### src/hw/rtl/assert_macros.svh
// ---------------------------------------------------------------------------
// assertion macros for the six face calibrator
// immediate-style concurrent checks sampled on the rising clock edge
// ---------------------------------------------------------------------------
`ifndef ASSERT_MACROS_SVH
`define ASSERT_MACROS_SVH

// condition must hold at every edge outside reset
`define A6_ASSERT_ALWAYS(lbl, clk_s, rst_s, cond, msg) \
  lbl: assert property (@(posedge clk_s) disable iff (rst_s) (cond)) else $error(msg);

// consequent must hold in the same cycle as the antecedent
`define A6_ASSERT_IMPLIES(lbl, clk_s, rst_s, ante, cons, msg) \
  lbl: assert property (@(posedge clk_s) disable iff (rst_s) (ante) |-> (cons)) \
    else $error(msg);

`endif

### src/hw/rtl/a6cal_pkg.sv
// ---------------------------------------------------------------------------
// a6cal_pkg
// shared widths, register codes and control structs of the calibrator
// ---------------------------------------------------------------------------
`default_nettype none

package a6cal_pkg;

  localparam int ACC_W     = 16;  // raw sample width
  localparam int CFG_W     = 15;  // configuration register width
  localparam int CFG_IDX_W = 1;   // register index width
  localparam int CNT_W     = 8;   // per phase sample count
  localparam int AXIS_W    = 2;
  localparam int SUM_W     = 24;  // per axis accumulator
  localparam int NUM_W     = 25;  // sum or difference of two accumulators
  localparam int Q_W       = 24;  // q.8 result width

  localparam logic [CFG_W-1:0] ONE_G_RESET = 15'd8192;
  localparam logic [CFG_W-1:0] TOL_RESET   = 15'd819;

  localparam logic [Q_W-1:0] Q_MAX = 24'h7FFFFF;

  localparam logic [AXIS_W-1:0] AXIS_X = 2'd0;
  localparam logic [AXIS_W-1:0] AXIS_Y = 2'd1;
  localparam logic [AXIS_W-1:0] AXIS_Z = 2'd2;

  localparam logic SIDE_POS = 1'b0;
  localparam logic SIDE_NEG = 1'b1;

  typedef enum logic [CFG_IDX_W-1:0] {
    REG_ONE_G = 1'b0,
    REG_TOL   = 1'b1
  } cfg_reg_t;

  typedef logic signed [ACC_W-1:0] sample_t;
  typedef logic signed [SUM_W-1:0] sum_t;
  typedef logic signed [NUM_W-1:0] num_t;
  typedef logic signed [Q_W-1:0]   q8_t;

  // collect stage strobes
  typedef struct packed {
    logic load;  // capture input item into the input register
    logic step;  // input register item moves on, state updates
  } collect_ctl_t;

  // enables of the scaling stages
  typedef struct packed {
    logic s3;
    logic s4;
    logic s5;
  } stage_en_t;

endpackage

`default_nettype wire

### src/hw/rtl/a6cal_qmean.sv
// ---------------------------------------------------------------------------
// a6cal_qmean
// one lane of num * 256 / (2 * SAMPLES), truncated toward zero, saturated
// ---------------------------------------------------------------------------
`default_nettype none

module a6cal_qmean #(
  parameter int SAMPLES = 150
) (
  input  logic                 clk,
  input  a6cal_pkg::stage_en_t en,
  input  a6cal_pkg::num_t      num,
  input  logic                 done,
  output a6cal_pkg::q8_t       q
);
  import a6cal_pkg::*;

  // rounded-up reciprocal, exact for every magnitude the sums can reach
  localparam int          D   = 2 * SAMPLES;
  localparam int          DB  = $clog2(D);
  localparam int          K   = Q_W + 2 * DB;
  localparam logic [63:0] M   = ((64'd1 << K) + 64'(D) - 64'd1) / 64'(D);
  localparam int          MW  = K - DB + 2;
  localparam int          MLW = (MW + 1) / 2;
  localparam int          MHW = MW - MLW;
  localparam int          XW  = NUM_W;
  localparam int          PW  = XW + MW;
  localparam logic [MLW-1:0] M_LO = M[MLW-1:0];
  localparam logic [MHW-1:0] M_HI = M[MW-1:MLW];

  logic [XW-1:0]     x3;
  logic              n3, n4;
  logic [XW+MLW-1:0] pl4;
  logic [XW+MHW-1:0] ph4;
  logic [PW-1:0]     prod;
  logic [Q_W-1:0]    qmag, qres;

  always_comb begin
    prod = {ph4, {MLW{1'b0}}} + PW'(pl4);
    qmag = prod[K-8 +: Q_W];
    if (n4) begin
      qres = ~qmag + Q_W'(1);
    end else begin
      qres = qmag[Q_W-1] ? Q_MAX : qmag;
    end
  end

  always_ff @(posedge clk) begin
    if (en.s3) begin
      // magnitude only on completion, else the lane yields zero
      x3 <= done ? (num[NUM_W-1] ? XW'(-num) : XW'(num)) : '0;
      n3 <= done & num[NUM_W-1];
    end
    if (en.s4) begin
      pl4 <= x3 * M_LO;
      ph4 <= x3 * M_HI;
      n4  <= n3;
    end
    if (en.s5) begin
      q <= $signed(qres);
    end
  end

endmodule

`default_nettype wire

### config.mk
export PLATFORM = sky130hd
export DESIGN_NAME = a6cal_qmean
export DESIGN_NICKNAME = d
export VERILOG_FILES = /design/src/hw/rtl/assert_macros.svh /design/src/hw/rtl/a6cal_pkg.sv /design/src/hw/rtl/a6cal_qmean.sv
export SDC_FILE = /design/constraint.sdc
export NUM_CORES = 1
export LEC_CHECK = 0
export BUFFER_PORTS_ARGS = -buffer_cell sky130_fd_sc_hd__buf_2
export CORE_MARGIN = 2
export CORE_UTILIZATION = 60
export CTS_CLUSTER_DIAMETER = 80
export CTS_CLUSTER_SIZE = 40
export DETAILED_ROUTE_END_ITERATION = 16
export GPL_ROUTABILITY_DRIVEN = 0
export PLACE_DENSITY_LB_ADDON = 0.2
export SLEW_MARGIN = 40
export SYNTH_ARGS = -nofsm -noshare
export SYNTH_HDL_FRONTEND = slang
export SYNTH_SLANG_ARGS = --single-unit
### constraint.sdc
create_clock -name clk -period 7.3 [get_ports clk]
set_clock_uncertainty 0.05 [all_clocks]
set_input_delay 0.365 -clock clk [delete_from_list [all_inputs] [get_ports clk]]
set_output_delay 0.365 -clock clk [all_outputs]
set_load 0.03 [all_outputs]
==> reports/summary.txt <==
status = finished clean
Slew Limit Fails = 0
Clock Latency Late Sink = 0.37 ns
Hold Startpoint = num[22]
setup bufs post-CTS = 0
Seq cells post-synth = 108
worst reg2reg setup slack = 0.45 ns
minimum clock period after layout = 6.85 ns
RSZ-0062 raised after global routing = no
peak fanout along the critical path = 6
most frequent cells in the layout = inv_1 (390), fa_1 (225), ha_1 (217), edfxtp_1 (108), xnor2_1 (78)
# diodes = 0
CTS tree = built
sequential area share after synthesis = 19.9%
hold path depth = 2
first-pass GRT wire length = 56.3 mm
ys flop type = edfxtp_1
P&R area growth vs syn = 6.03%
setup violators final = 0
crit path DAT = 6.92 ns
R2R cell count = 23
# nets final = 2139
vias in the first global route = 11100
# fillers = 2115
reg2reg end = ph4[39]
drt pass-1 iters = 5
Startpoint Class = flop
Reg clk slew, reported paths = 0.09 ns
most common cell after layout, fill and taps aside = inv_1
reg-to-reg startpoint = x3[14]
final non-filler cell area = 17300 um^2
Post-Syn Nets = 2084
Cell Rows = 60
vias = 11100
die footprint = 28500 um^2
Total Routing Usage GR = 25.2%
hold buffers post-CTS = 0
HPWL after detailed placement = 29.5 mm
ratio of cells with drive above 1 in the final layout = 6.34%
Hold Slack = 0.255 ns
synth warn = 0
largest net degree at the start of global routing = 59
H-tree depth = 3
# IOs = 54
clock sinks = 108
Worst slew margin = 50.1%
vias per cell = 5.51
grt ovf = 0
Yosys cell types = 81
Core ar. = 26800 um^2
Routed WL = 33.9 mm
Post-Synthesis Cell Area = 16300 um^2
Post-Syn Instances = 1612
clock root cell = clkbuf_16
post-cts sizing count = 0
Total Negative Setup Slacks = 0 ns
Clock Tree Buf Depth = 2
Final Hold Fails = 0
worst-margin pin slew = 0.749 ns
Hold WC Path Type = primary input to flop
Die W = 169 um
maximum clock rate = 146 MHz
WL per Instance = 16.8 um
Hold EP = x3[24]
drt initial violations = 782
Initial Util = 60.7%
Max-Cap Viols = 0
CP required = 7.37 ns
initial antenna violation count = 0
TritonCTS buffer count = 9
die height = 169 um
Final period util = 93.8%
ys async rst share = 0%
Crit. End Element = flop
# DRC = 0
EDFF count, synth = 108
crit path kind = flop to flop
post-placement cell area = 17000 um^2
Avg Synthesized Cell Area = 10.1 um^2
final antenna-violating net count = 0
I/O Buffers = 53
==> metrics by stage <==
step                      cells  util, %  setup WS (ns)
final                      2013     64.4          0.452
after global routing       2013     64.4          0.172
after CTS                  2013     64.4          0.491
after detailed placement   1997     63.3          0.490
after global placement     1997     63.3          0.570
after floorplan            1612        -          0.859
==> metal layers <==
| metal | part of all wire (%) | vias up | GRT usage [%] |
|---|---|---|---|
| li1 | - | 5392 | - |
| met1 | 48 | 5376 | 36.6 |
| met2 | 46 | 283 | 40.4 |
| met3 | 4.7 | 40 | 3.58 |
| met4 | 1.7 | 0 | 5.77 |
| met5 | 0 | - | 0 |
==> Yosys cell counts (all sizes together), types with 5 or more instances <==
master / instances / area (um^2)
and3: 12 / 75.1
o21ai: 40 / 204
nand3: 24 / 120
ha: 217 / 2720
edfxtp: 108 / 3240
fa: 225 / 4500
nor4: 6 / 37.5
o211ai: 8 / 73.8
or3: 10 / 67.6
nor2: 70 / 263
a31oi: 14 / 93.8
nand4: 12 / 75.1
a21o: 15 / 113
and2: 31 / 194
inv: 390 / 1460
o31ai: 13 / 116
nor2b: 7 / 43.8
nor3: 21 / 121
mux2i: 6 / 72.6
nand2b: 9 / 56.3
o21bai: 7 / 52.6
a21oi: 71 / 374
o21a: 13 / 105
or2: 5 / 31.3
a211oi: 11 / 82.6
xor2: 32 / 280
nand2: 67 / 251
clkbuf: 18 / 67.6
a22oi: 7 / 52.6
xnor2: 79 / 699
a21boi: 5 / 37.5
==> state kept, by name, summed over array words and instances (netlist names) <==
register,cells
x3,25
n3,1
q,24
ph4,38
pl4,19
n4,1
==> worst max-delay path, stage by stage, from the launching register on <==
cell and delay (ns):
edfxtp_1 0.53, inv_1 0.22, fa_1 0.62, inv_1 0.06, ha_1 0.32, fa_1 0.52
inv_1 0.05, fa_1 0.47, inv_1 0.05, fa_1 0.53, inv_1 0.05, fa_1 0.50
inv_1 0.04, ha_1 0.35, o21a_1 0.13, o21a_1 0.18, or2_2 0.29, a21oi_1 0.18
a21oi_1 0.12, a211o_1 0.34, o41ai_2 0.27, o211ai_1 0.19, o41a_1 0.42, xnor2_1 0.13
==> worst max path at each step <==
stage,from,endpoint,slack (ns),depth (start not counted)
floorplan,x3[2],ph4[39],0.86,21
global placement,x3[1],ph4[39],0.57,21
detailed placement,x3[14],ph4[39],0.49,23
CTS,x3[14],ph4[39],0.49,23
global route,x3[14],ph4[39],0.17,23
finish,x3[14],ph4[39],0.45,23
==> layout make-up <==
type                    count  area [um^2]  share of cell area [%]
multi-input cells        1094        11500                    66.5
clock buffers               9          225                    1.30
flip-flops and latches    108         3240                    18.8
clock inverters             7         67.6                   0.391
repair buffers             64          348                    2.02
inverters                 390         1460                    8.48
well taps                 341          427                    2.47
==> kinds of logic (layout without fill, tap and decap cells) <==
group	count (synthesis)	count (layout)	synth area share (%)
and+or+nand+nor	289	289	9.06
DFF	108	108	19.9
xor gates and xnor gates	111	111	6.02
buffers and inverters	410	470	9.52
muxes	8	8	0.607
adders and majority gates	442	442	44.3
AOI/OAI and AO/OA	244	244	10.5
Power is not shown: default switching activity piles up to over one toggle a cycle in this logic, so the estimate is an artifact.
