## src/hw/rtl/assert_macros.svh

```systemverilog
// ---------------------------------------------------------------------------
// assertion macros for the six face calibrator
// immediate-style concurrent checks sampled on the rising clock edge
// ---------------------------------------------------------------------------
`ifndef ASSERT_MACROS_SVH
`define ASSERT_MACROS_SVH

// condition must hold at every edge outside reset
`define A6_ASSERT_ALWAYS(lbl, clk_s, rst_s, cond, msg) \
  lbl: assert property (@(posedge clk_s) disable iff (rst_s) (cond)) else $error(msg);

// consequent must hold in the same cycle as the antecedent
`define A6_ASSERT_IMPLIES(lbl, clk_s, rst_s, ante, cons, msg) \
  lbl: assert property (@(posedge clk_s) disable iff (rst_s) (ante) |-> (cons)) \
    else $error(msg);

`endif

```

## src/hw/rtl/a6cal_pkg.sv

```systemverilog
// ---------------------------------------------------------------------------
// a6cal_pkg
// shared widths, register codes and control structs of the calibrator
// ---------------------------------------------------------------------------
`default_nettype none

package a6cal_pkg;

  localparam int ACC_W     = 16;  // raw sample width
  localparam int CFG_W     = 15;  // configuration register width
  localparam int CFG_IDX_W = 1;   // register index width
  localparam int CNT_W     = 8;   // per phase sample count
  localparam int AXIS_W    = 2;
  localparam int SUM_W     = 24;  // per axis accumulator
  localparam int NUM_W     = 25;  // sum or difference of two accumulators
  localparam int Q_W       = 24;  // q.8 result width

  localparam logic [CFG_W-1:0] ONE_G_RESET = 15'd8192;
  localparam logic [CFG_W-1:0] TOL_RESET   = 15'd819;

  localparam logic [Q_W-1:0] Q_MAX = 24'h7FFFFF;

  localparam logic [AXIS_W-1:0] AXIS_X = 2'd0;
  localparam logic [AXIS_W-1:0] AXIS_Y = 2'd1;
  localparam logic [AXIS_W-1:0] AXIS_Z = 2'd2;

  localparam logic SIDE_POS = 1'b0;
  localparam logic SIDE_NEG = 1'b1;

  typedef enum logic [CFG_IDX_W-1:0] {
    REG_ONE_G = 1'b0,
    REG_TOL   = 1'b1
  } cfg_reg_t;

  typedef logic signed [ACC_W-1:0] sample_t;
  typedef logic signed [SUM_W-1:0] sum_t;
  typedef logic signed [NUM_W-1:0] num_t;
  typedef logic signed [Q_W-1:0]   q8_t;

  // collect stage strobes
  typedef struct packed {
    logic load;  // capture input item into the input register
    logic step;  // input register item moves on, state updates
  } collect_ctl_t;

  // enables of the scaling stages
  typedef struct packed {
    logic s3;
    logic s4;
    logic s5;
  } stage_en_t;

endpackage

`default_nettype wire

```

## src/hw/rtl/a6cal_collect.sv

```systemverilog
// ---------------------------------------------------------------------------
// a6cal_collect
// input register, phase state and accumulators, tolerance check
// ---------------------------------------------------------------------------
`default_nettype none
`include "assert_macros.svh"

module a6cal_collect #(
  parameter int SAMPLES = 150
) (
  input  logic                                clk,
  input  logic                                rst,
  input  a6cal_pkg::collect_ctl_t             ctl,
  input  logic [a6cal_pkg::CFG_W-1:0]         one_g,
  input  logic [a6cal_pkg::CFG_W-1:0]         tol,
  input  a6cal_pkg::sample_t                  accel_x,
  input  a6cal_pkg::sample_t                  accel_y,
  input  a6cal_pkg::sample_t                  accel_z,
  input  logic                                restart,
  output logic                                accepted,
  output logic [a6cal_pkg::AXIS_W-1:0]        phase_axis,
  output logic                                phase_side,
  output logic [a6cal_pkg::CNT_W-1:0]         collected,
  output logic                                done_res,
  output a6cal_pkg::sum_t                     pos_sum [3],
  output a6cal_pkg::sum_t                     neg_sum [3]
);
  import a6cal_pkg::*;

  // input register
  sample_t in_x, in_y, in_z;
  logic    in_restart;

  // phase state
  logic [AXIS_W-1:0] cur_axis;
  logic              cur_side;
  logic [CNT_W-1:0]  phase_count;
  sum_t              pos_acc [3];
  sum_t              neg_acc [3];

  logic [AXIS_W-1:0] axis_c, ax, axis_next;
  logic              side_c, side_next;
  logic [CNT_W-1:0]  cnt_c, cnt_inc, cnt_next;
  sum_t              pos_c [3];
  sum_t              neg_c [3];
  sum_t              pos_next [3];
  sum_t              neg_next [3];
  sample_t           v;
  logic signed [17:0] target, diff, mag;
  logic              acc, phase_end, done;

  always_comb begin
    axis_c = in_restart ? AXIS_X : cur_axis;
    side_c = in_restart ? SIDE_POS : cur_side;
    cnt_c  = in_restart ? '0 : phase_count;
    for (int i = 0; i < 3; i++) begin
      pos_c[i] = in_restart ? '0 : pos_acc[i];
      neg_c[i] = in_restart ? '0 : neg_acc[i];
    end

    ax = (axis_c > AXIS_Z) ? AXIS_Z : axis_c;
    unique case (ax)
      AXIS_X:  v = in_x;
      AXIS_Y:  v = in_y;
      default: v = in_z;
    endcase

    // distance from the target of the current side
    target = (side_c == SIDE_NEG) ? -$signed({3'b000, one_g}) : $signed({3'b000, one_g});
    diff   = 18'(v) - target;
    mag    = diff[17] ? -diff : diff;
    acc    = $unsigned(mag) < {3'b000, tol};

    cnt_inc   = cnt_c + CNT_W'(1);
    phase_end = acc && (cnt_inc >= CNT_W'(SAMPLES));

    for (int i = 0; i < 3; i++) begin
      pos_next[i] = pos_c[i] +
        ((acc && side_c == SIDE_POS && ax == AXIS_W'(i)) ? SUM_W'(v) : '0);
      neg_next[i] = neg_c[i] +
        ((acc && side_c == SIDE_NEG && ax == AXIS_W'(i)) ? SUM_W'(v) : '0);
    end

    axis_next = axis_c;
    side_next = side_c;
    cnt_next  = cnt_c;
    done      = 1'b0;
    if (acc) begin
      cnt_next = cnt_inc;
      if (phase_end) begin
        cnt_next = '0;
        if (side_c == SIDE_POS) begin
          side_next = SIDE_NEG;
        end else begin
          side_next = SIDE_POS;
          if (ax == AXIS_Z) begin
            done = 1'b1;
          end else begin
            axis_next = ax + AXIS_W'(1);
          end
        end
      end
    end
  end

  always_ff @(posedge clk) begin
    if (ctl.load) begin
      in_x       <= accel_x;
      in_y       <= accel_y;
      in_z       <= accel_z;
      in_restart <= restart;
    end
    if (ctl.step) begin
      accepted   <= acc;
      phase_axis <= done ? AXIS_X : axis_next;
      phase_side <= done ? SIDE_POS : side_next;
      collected  <= done ? '0 : cnt_next;
      done_res   <= done;
      pos_sum    <= pos_next;
      neg_sum    <= neg_next;
    end
  end

  always_ff @(posedge clk) begin
    if (rst) begin
      cur_axis    <= AXIS_X;
      cur_side    <= SIDE_POS;
      phase_count <= '0;
      for (int i = 0; i < 3; i++) begin
        pos_acc[i] <= '0;
        neg_acc[i] <= '0;
      end
    end else if (ctl.step) begin
      cur_axis    <= done ? AXIS_X : axis_next;
      cur_side    <= done ? SIDE_POS : side_next;
      phase_count <= done ? '0 : cnt_next;
      for (int i = 0; i < 3; i++) begin
        pos_acc[i] <= done ? '0 : pos_next[i];
        neg_acc[i] <= done ? '0 : neg_next[i];
      end
    end
  end

  `A6_ASSERT_ALWAYS(a_axis_range, clk, rst, cur_axis <= AXIS_Z, "axis state out of range")
  `A6_ASSERT_ALWAYS(a_count_range, clk, rst, phase_count < CNT_W'(SAMPLES), "phase count overrun")

endmodule

`default_nettype wire

```

## config.mk

```make
export PLATFORM = sky130hd
export DESIGN_NAME = a6cal_collect
export DESIGN_NICKNAME = d
export VERILOG_FILES = /design/src/hw/rtl/a6cal_pkg.sv /design/src/hw/rtl/a6cal_collect.sv
export VERILOG_INCLUDE_DIRS = /design/src /design/src/hw/rtl
export SDC_FILE = /design/constraint.sdc
export NUM_CORES = 1
export LEC_CHECK = 0
export ABC_CLOCK_PERIOD_IN_PS = 22000
export BUFFER_PORTS_ARGS = -buffer_cell sky130_fd_sc_hd__buf_4
export CAP_MARGIN = 0
export CORE_MARGIN = 2
export CORE_UTILIZATION = 65
export DETAILED_ROUTE_END_ITERATION = 6
export PLACE_DENSITY = 0.87
export SYNTH_ARGS = -nofsm -noshare
export SYNTH_HDL_FRONTEND = slang
export SYNTH_SLANG_ARGS = --single-unit
```

## constraint.sdc

```tcl
create_clock -name clk -period 22 [get_ports clk]
set_input_delay 3.3 -clock clk [delete_from_list [all_inputs] [get_ports clk]]
set_output_delay 3.3 -clock clk [all_outputs]
set_load 0.02 [all_outputs]
```

==> qor.txt <==
Synth Area in Adders: 10.5%
ys async rst share: 0%
largest cells by area after synthesis: edfxtp_1 (47%), ha_1 (9.9%), nor2b_1 (4.6%)
post-CTS setup buffer count: 0
vias after detailed routing: 16,826
Synth Warn #: 0
most common cell in the netlist: edfxtp_1
largest family of logic cells by synthesized area: simple AND/OR/NAND/NOR gates
Pint: 1.34 mW
Tcrit/Tclk final: 56.5%
CP Capture Type: flop
final non-filler cell total: 2,770
Resized cells post-CTS: 0
Hold Crit Class: reg -> reg
Top cell by count, worst path: a21oi_1
largest net degree at the start of global routing: 165
first-pass iteration count of the detailed router: 5
initial core utilization: 66.0%
floorplan row count: 67
first-pass GRT wire length: 86.0 mm
Setup Total Neg Slack: 0 ps
Clk pwr share: 34.0%
Filler cells: 2,103
share of cells above drive strength 1: 15.1%
Max-slew headroom: 31.3%
grt ovf: 0
synthesized instance count: 2,057
gpl congestion: 0.884
Synth Net Count: 2,322
Tightest Pin Transition: 1030 ps
vias in the first global route: 16,436
Clock Sinks: 361
endpoints failing setup: 0
max cap viols: 0
FMAX: 0.0805 GHz
CTS tree: yes
Die Wd: 189 µm
Max H-tree Level: 2
max incr delay on CP: 830 ps
area grow syn2layout: 16.1%
sw power: 0.524 mW
Post-Synth XOR/XNOR Area: 6.83%
Root Buffer: clkbuf_16
Logic pwr share: 21.2%
Hold Fails Final Rpt: 0
Via density: 6.07
final-stage net count: 2,560
Antenna Cells: 0
Worst setup SP type: input port
Synth top area share: 47.5%
Worst Path Arrival: 12,720 ps
leak pwr: 11.6 nW
PwrDens: 72.6 mW/mm²
RSZ-0062 raised after global routing: false
Post-synth EDFFs: 350
cell accounting for the most synthesized area: edfxtp_1
IO Port Bufs: 239
cell area after synthesis: 0.0221 mm²
VDD IR max: 69.9 µV
number of nets still failing antenna checks after routing: 0
initial DRC count: 1,499
switch share: 28.1%
WS Path Type: in -> reg
outcome: complete, no violations
register share of total power: 44.8%
Critical Path RT: 22,300 ps
Num CTS Buffers: 39
Total GRT Usage: 30.7%
DRC: 0
library cells used by synthesis: 78
Max Slew Vio Count: 0
Final Critical Period: 12,420 ps
io pins: 240
Avg WL per Cell: 19.9 µm
hold bufs inserted after CTS: 0
Worst path slowest cell: a2111oi_0
Top FF cell, synth: edfxtp_1
Worst-Skew Late Latency: 540 ps
Max Clock Skew: 23.0 ps
dpl hpwl: 37.8 mm
Placed Cells incl. Taps: 2,702
syn avg cell area: 10.8 µm²
die area: 0.0355 mm²
post-synthesis simple-gate area fraction: 17.8%
compound-gate portion of the synthesized area: 13.3%
post-synthesis sequential area ratio: 48.5%
initial antenna violation count: 1
Max clock buf depth: 3
multiplexer share of the synthesized area: 0.294%
die height: 189 µm
critical path peak fanout: 37
Worst-path clk slew: 60 ps
final WL: 55.0 mm
core outline area: 0.0335 mm²
Synth top cells by count: edfxtp_1 (350), ha_1 (175), nor2b_1 (162)
register bit count reported by yosys: 361
flip-flops by register name, summed over array words and instances, names as in the netlist, 2 cells and up:
| signal | flops |
|---|---|
| in_z | 16 |
| in_y | 16 |
| cur_axis | 2 |
| phase_count | 8 |
| phase_axis | 2 |
| neg_sum | 72 |
| in_x | 16 |
| pos_acc | 72 |
| pos_sum | 72 |
| neg_acc | 72 |
| collected | 8 |
placed cells by master (no fill, tap or decap), types with 7 or more instances in the layout:
cell       netlist  routed
o21ai_0         80      80
a211oi_1        16      16
o211ai_1         7       7
o21bai_1        23      23
edfxtp_1       350     350
fa_1             7       7
nor2b_1        162     162
a21oi_1        130     130
nor2_1         144     144
a22oi_1         17      17
nand2b_1        30      30
clkbuf_1        63       7
and3_1          24      24
buf_4            0     270
nor3_1          52      52
clkbuf_16        0      41
o21a_1          19      19
xnor2_1        109     109
o31ai_1          9       9
and4_1           7       7
xor2_1          61      61
ha_1           175     175
inv_1           83      82
nand3_1         33      33
dfxtp_1         11      11
a211o_1          8       8
nand2_1         86      86
nand4_1         11      11
a21o_1          71      71
and2_1         140     140
a31oi_1         15      14
clkinv_2         0       9
clkinv_1         1       8
worst paths after layout:
path	cells past startpoint	endpoint	slack (ps)	from
setup reg to reg	43	pos_acc[0][70]	10480	in_restart
setup / recovery	40	pos_acc[0][70]	9580	one_g[5]
hold reg to reg	2	phase_count[1]	520	phase_count[1]
hold / removal	2	phase_count[1]	520	phase_count[1]
stage by stage:
step	utilization, %	cell area, µm²	setup slack (ps)	hold WS, ps	power, mW
3_3_place_gp	73.0	24500	9400	493	1.23
4_1_cts	76.6	25700	9660	510	1.87
2_1_floorplan	-	22100	10790	474	1.10
5_1_grt	76.6	25700	8720	535	1.94
6_report	76.6	25700	9580	516	1.87
3_5_place_dp	73.0	24500	9100	498	1.24
final cells by class:
| type | instances | area (µm²) | area share [%] |
|---|---|---|---|
| flip-flops and latches | 361 | 10700 | 41.8 |
| well taps | 448 | 561 | 2.18 |
| repair buffers | 272 | 2060 | 8.01 |
| inverters | 84 | 320 | 1.25 |
| clock inverters | 20 | 170 | 0.662 |
| clock buffers | 48 | 1050 | 4.10 |
| multi-input cells | 1537 | 10800 | 42.0 |
power groups by stage:
stage | logic, mW | clock network, mW | registers, mW
after floorplan | 0.224 | 0 | 0.875
after global placement | 0.380 | 0 | 0.848
after detailed placement | 0.390 | 0 | 0.849
after CTS | 0.393 | 0.641 | 0.836
after global routing | 0.430 | 0.666 | 0.839
final | 0.396 | 0.634 | 0.836
routing by layer:
layer  up-vias  part of all wire [%]  GRT usage [%]
met4         0                   3.8           12.5
met3       133                   8.3           6.03
met5         -                     0              0
li1       7942                     -              -
met1      8041                    42           41.3
met2       710                    46           49.0
worst max-delay path: cells and delay by family:
kind                     cells  cell delay (ps)
buffers and inverters        2              530
AND/OR/NAND/NOR              8             1760
adder cells (fa/ha/maj)      4             1270
XOR/XNOR                     4             1260
AO/OA/AOI/OAI               22             4570
cells by family (layout without fill, tap and decap cells):
group	after synthesis	after routing
compound gates	452	452
flops	361	361
mux	6	6
fa+ha+maj	182	182
simple gates	726	726
xor+xnor	171	171
buf+inv	159	424
Power figures use the tool's default switching activity.
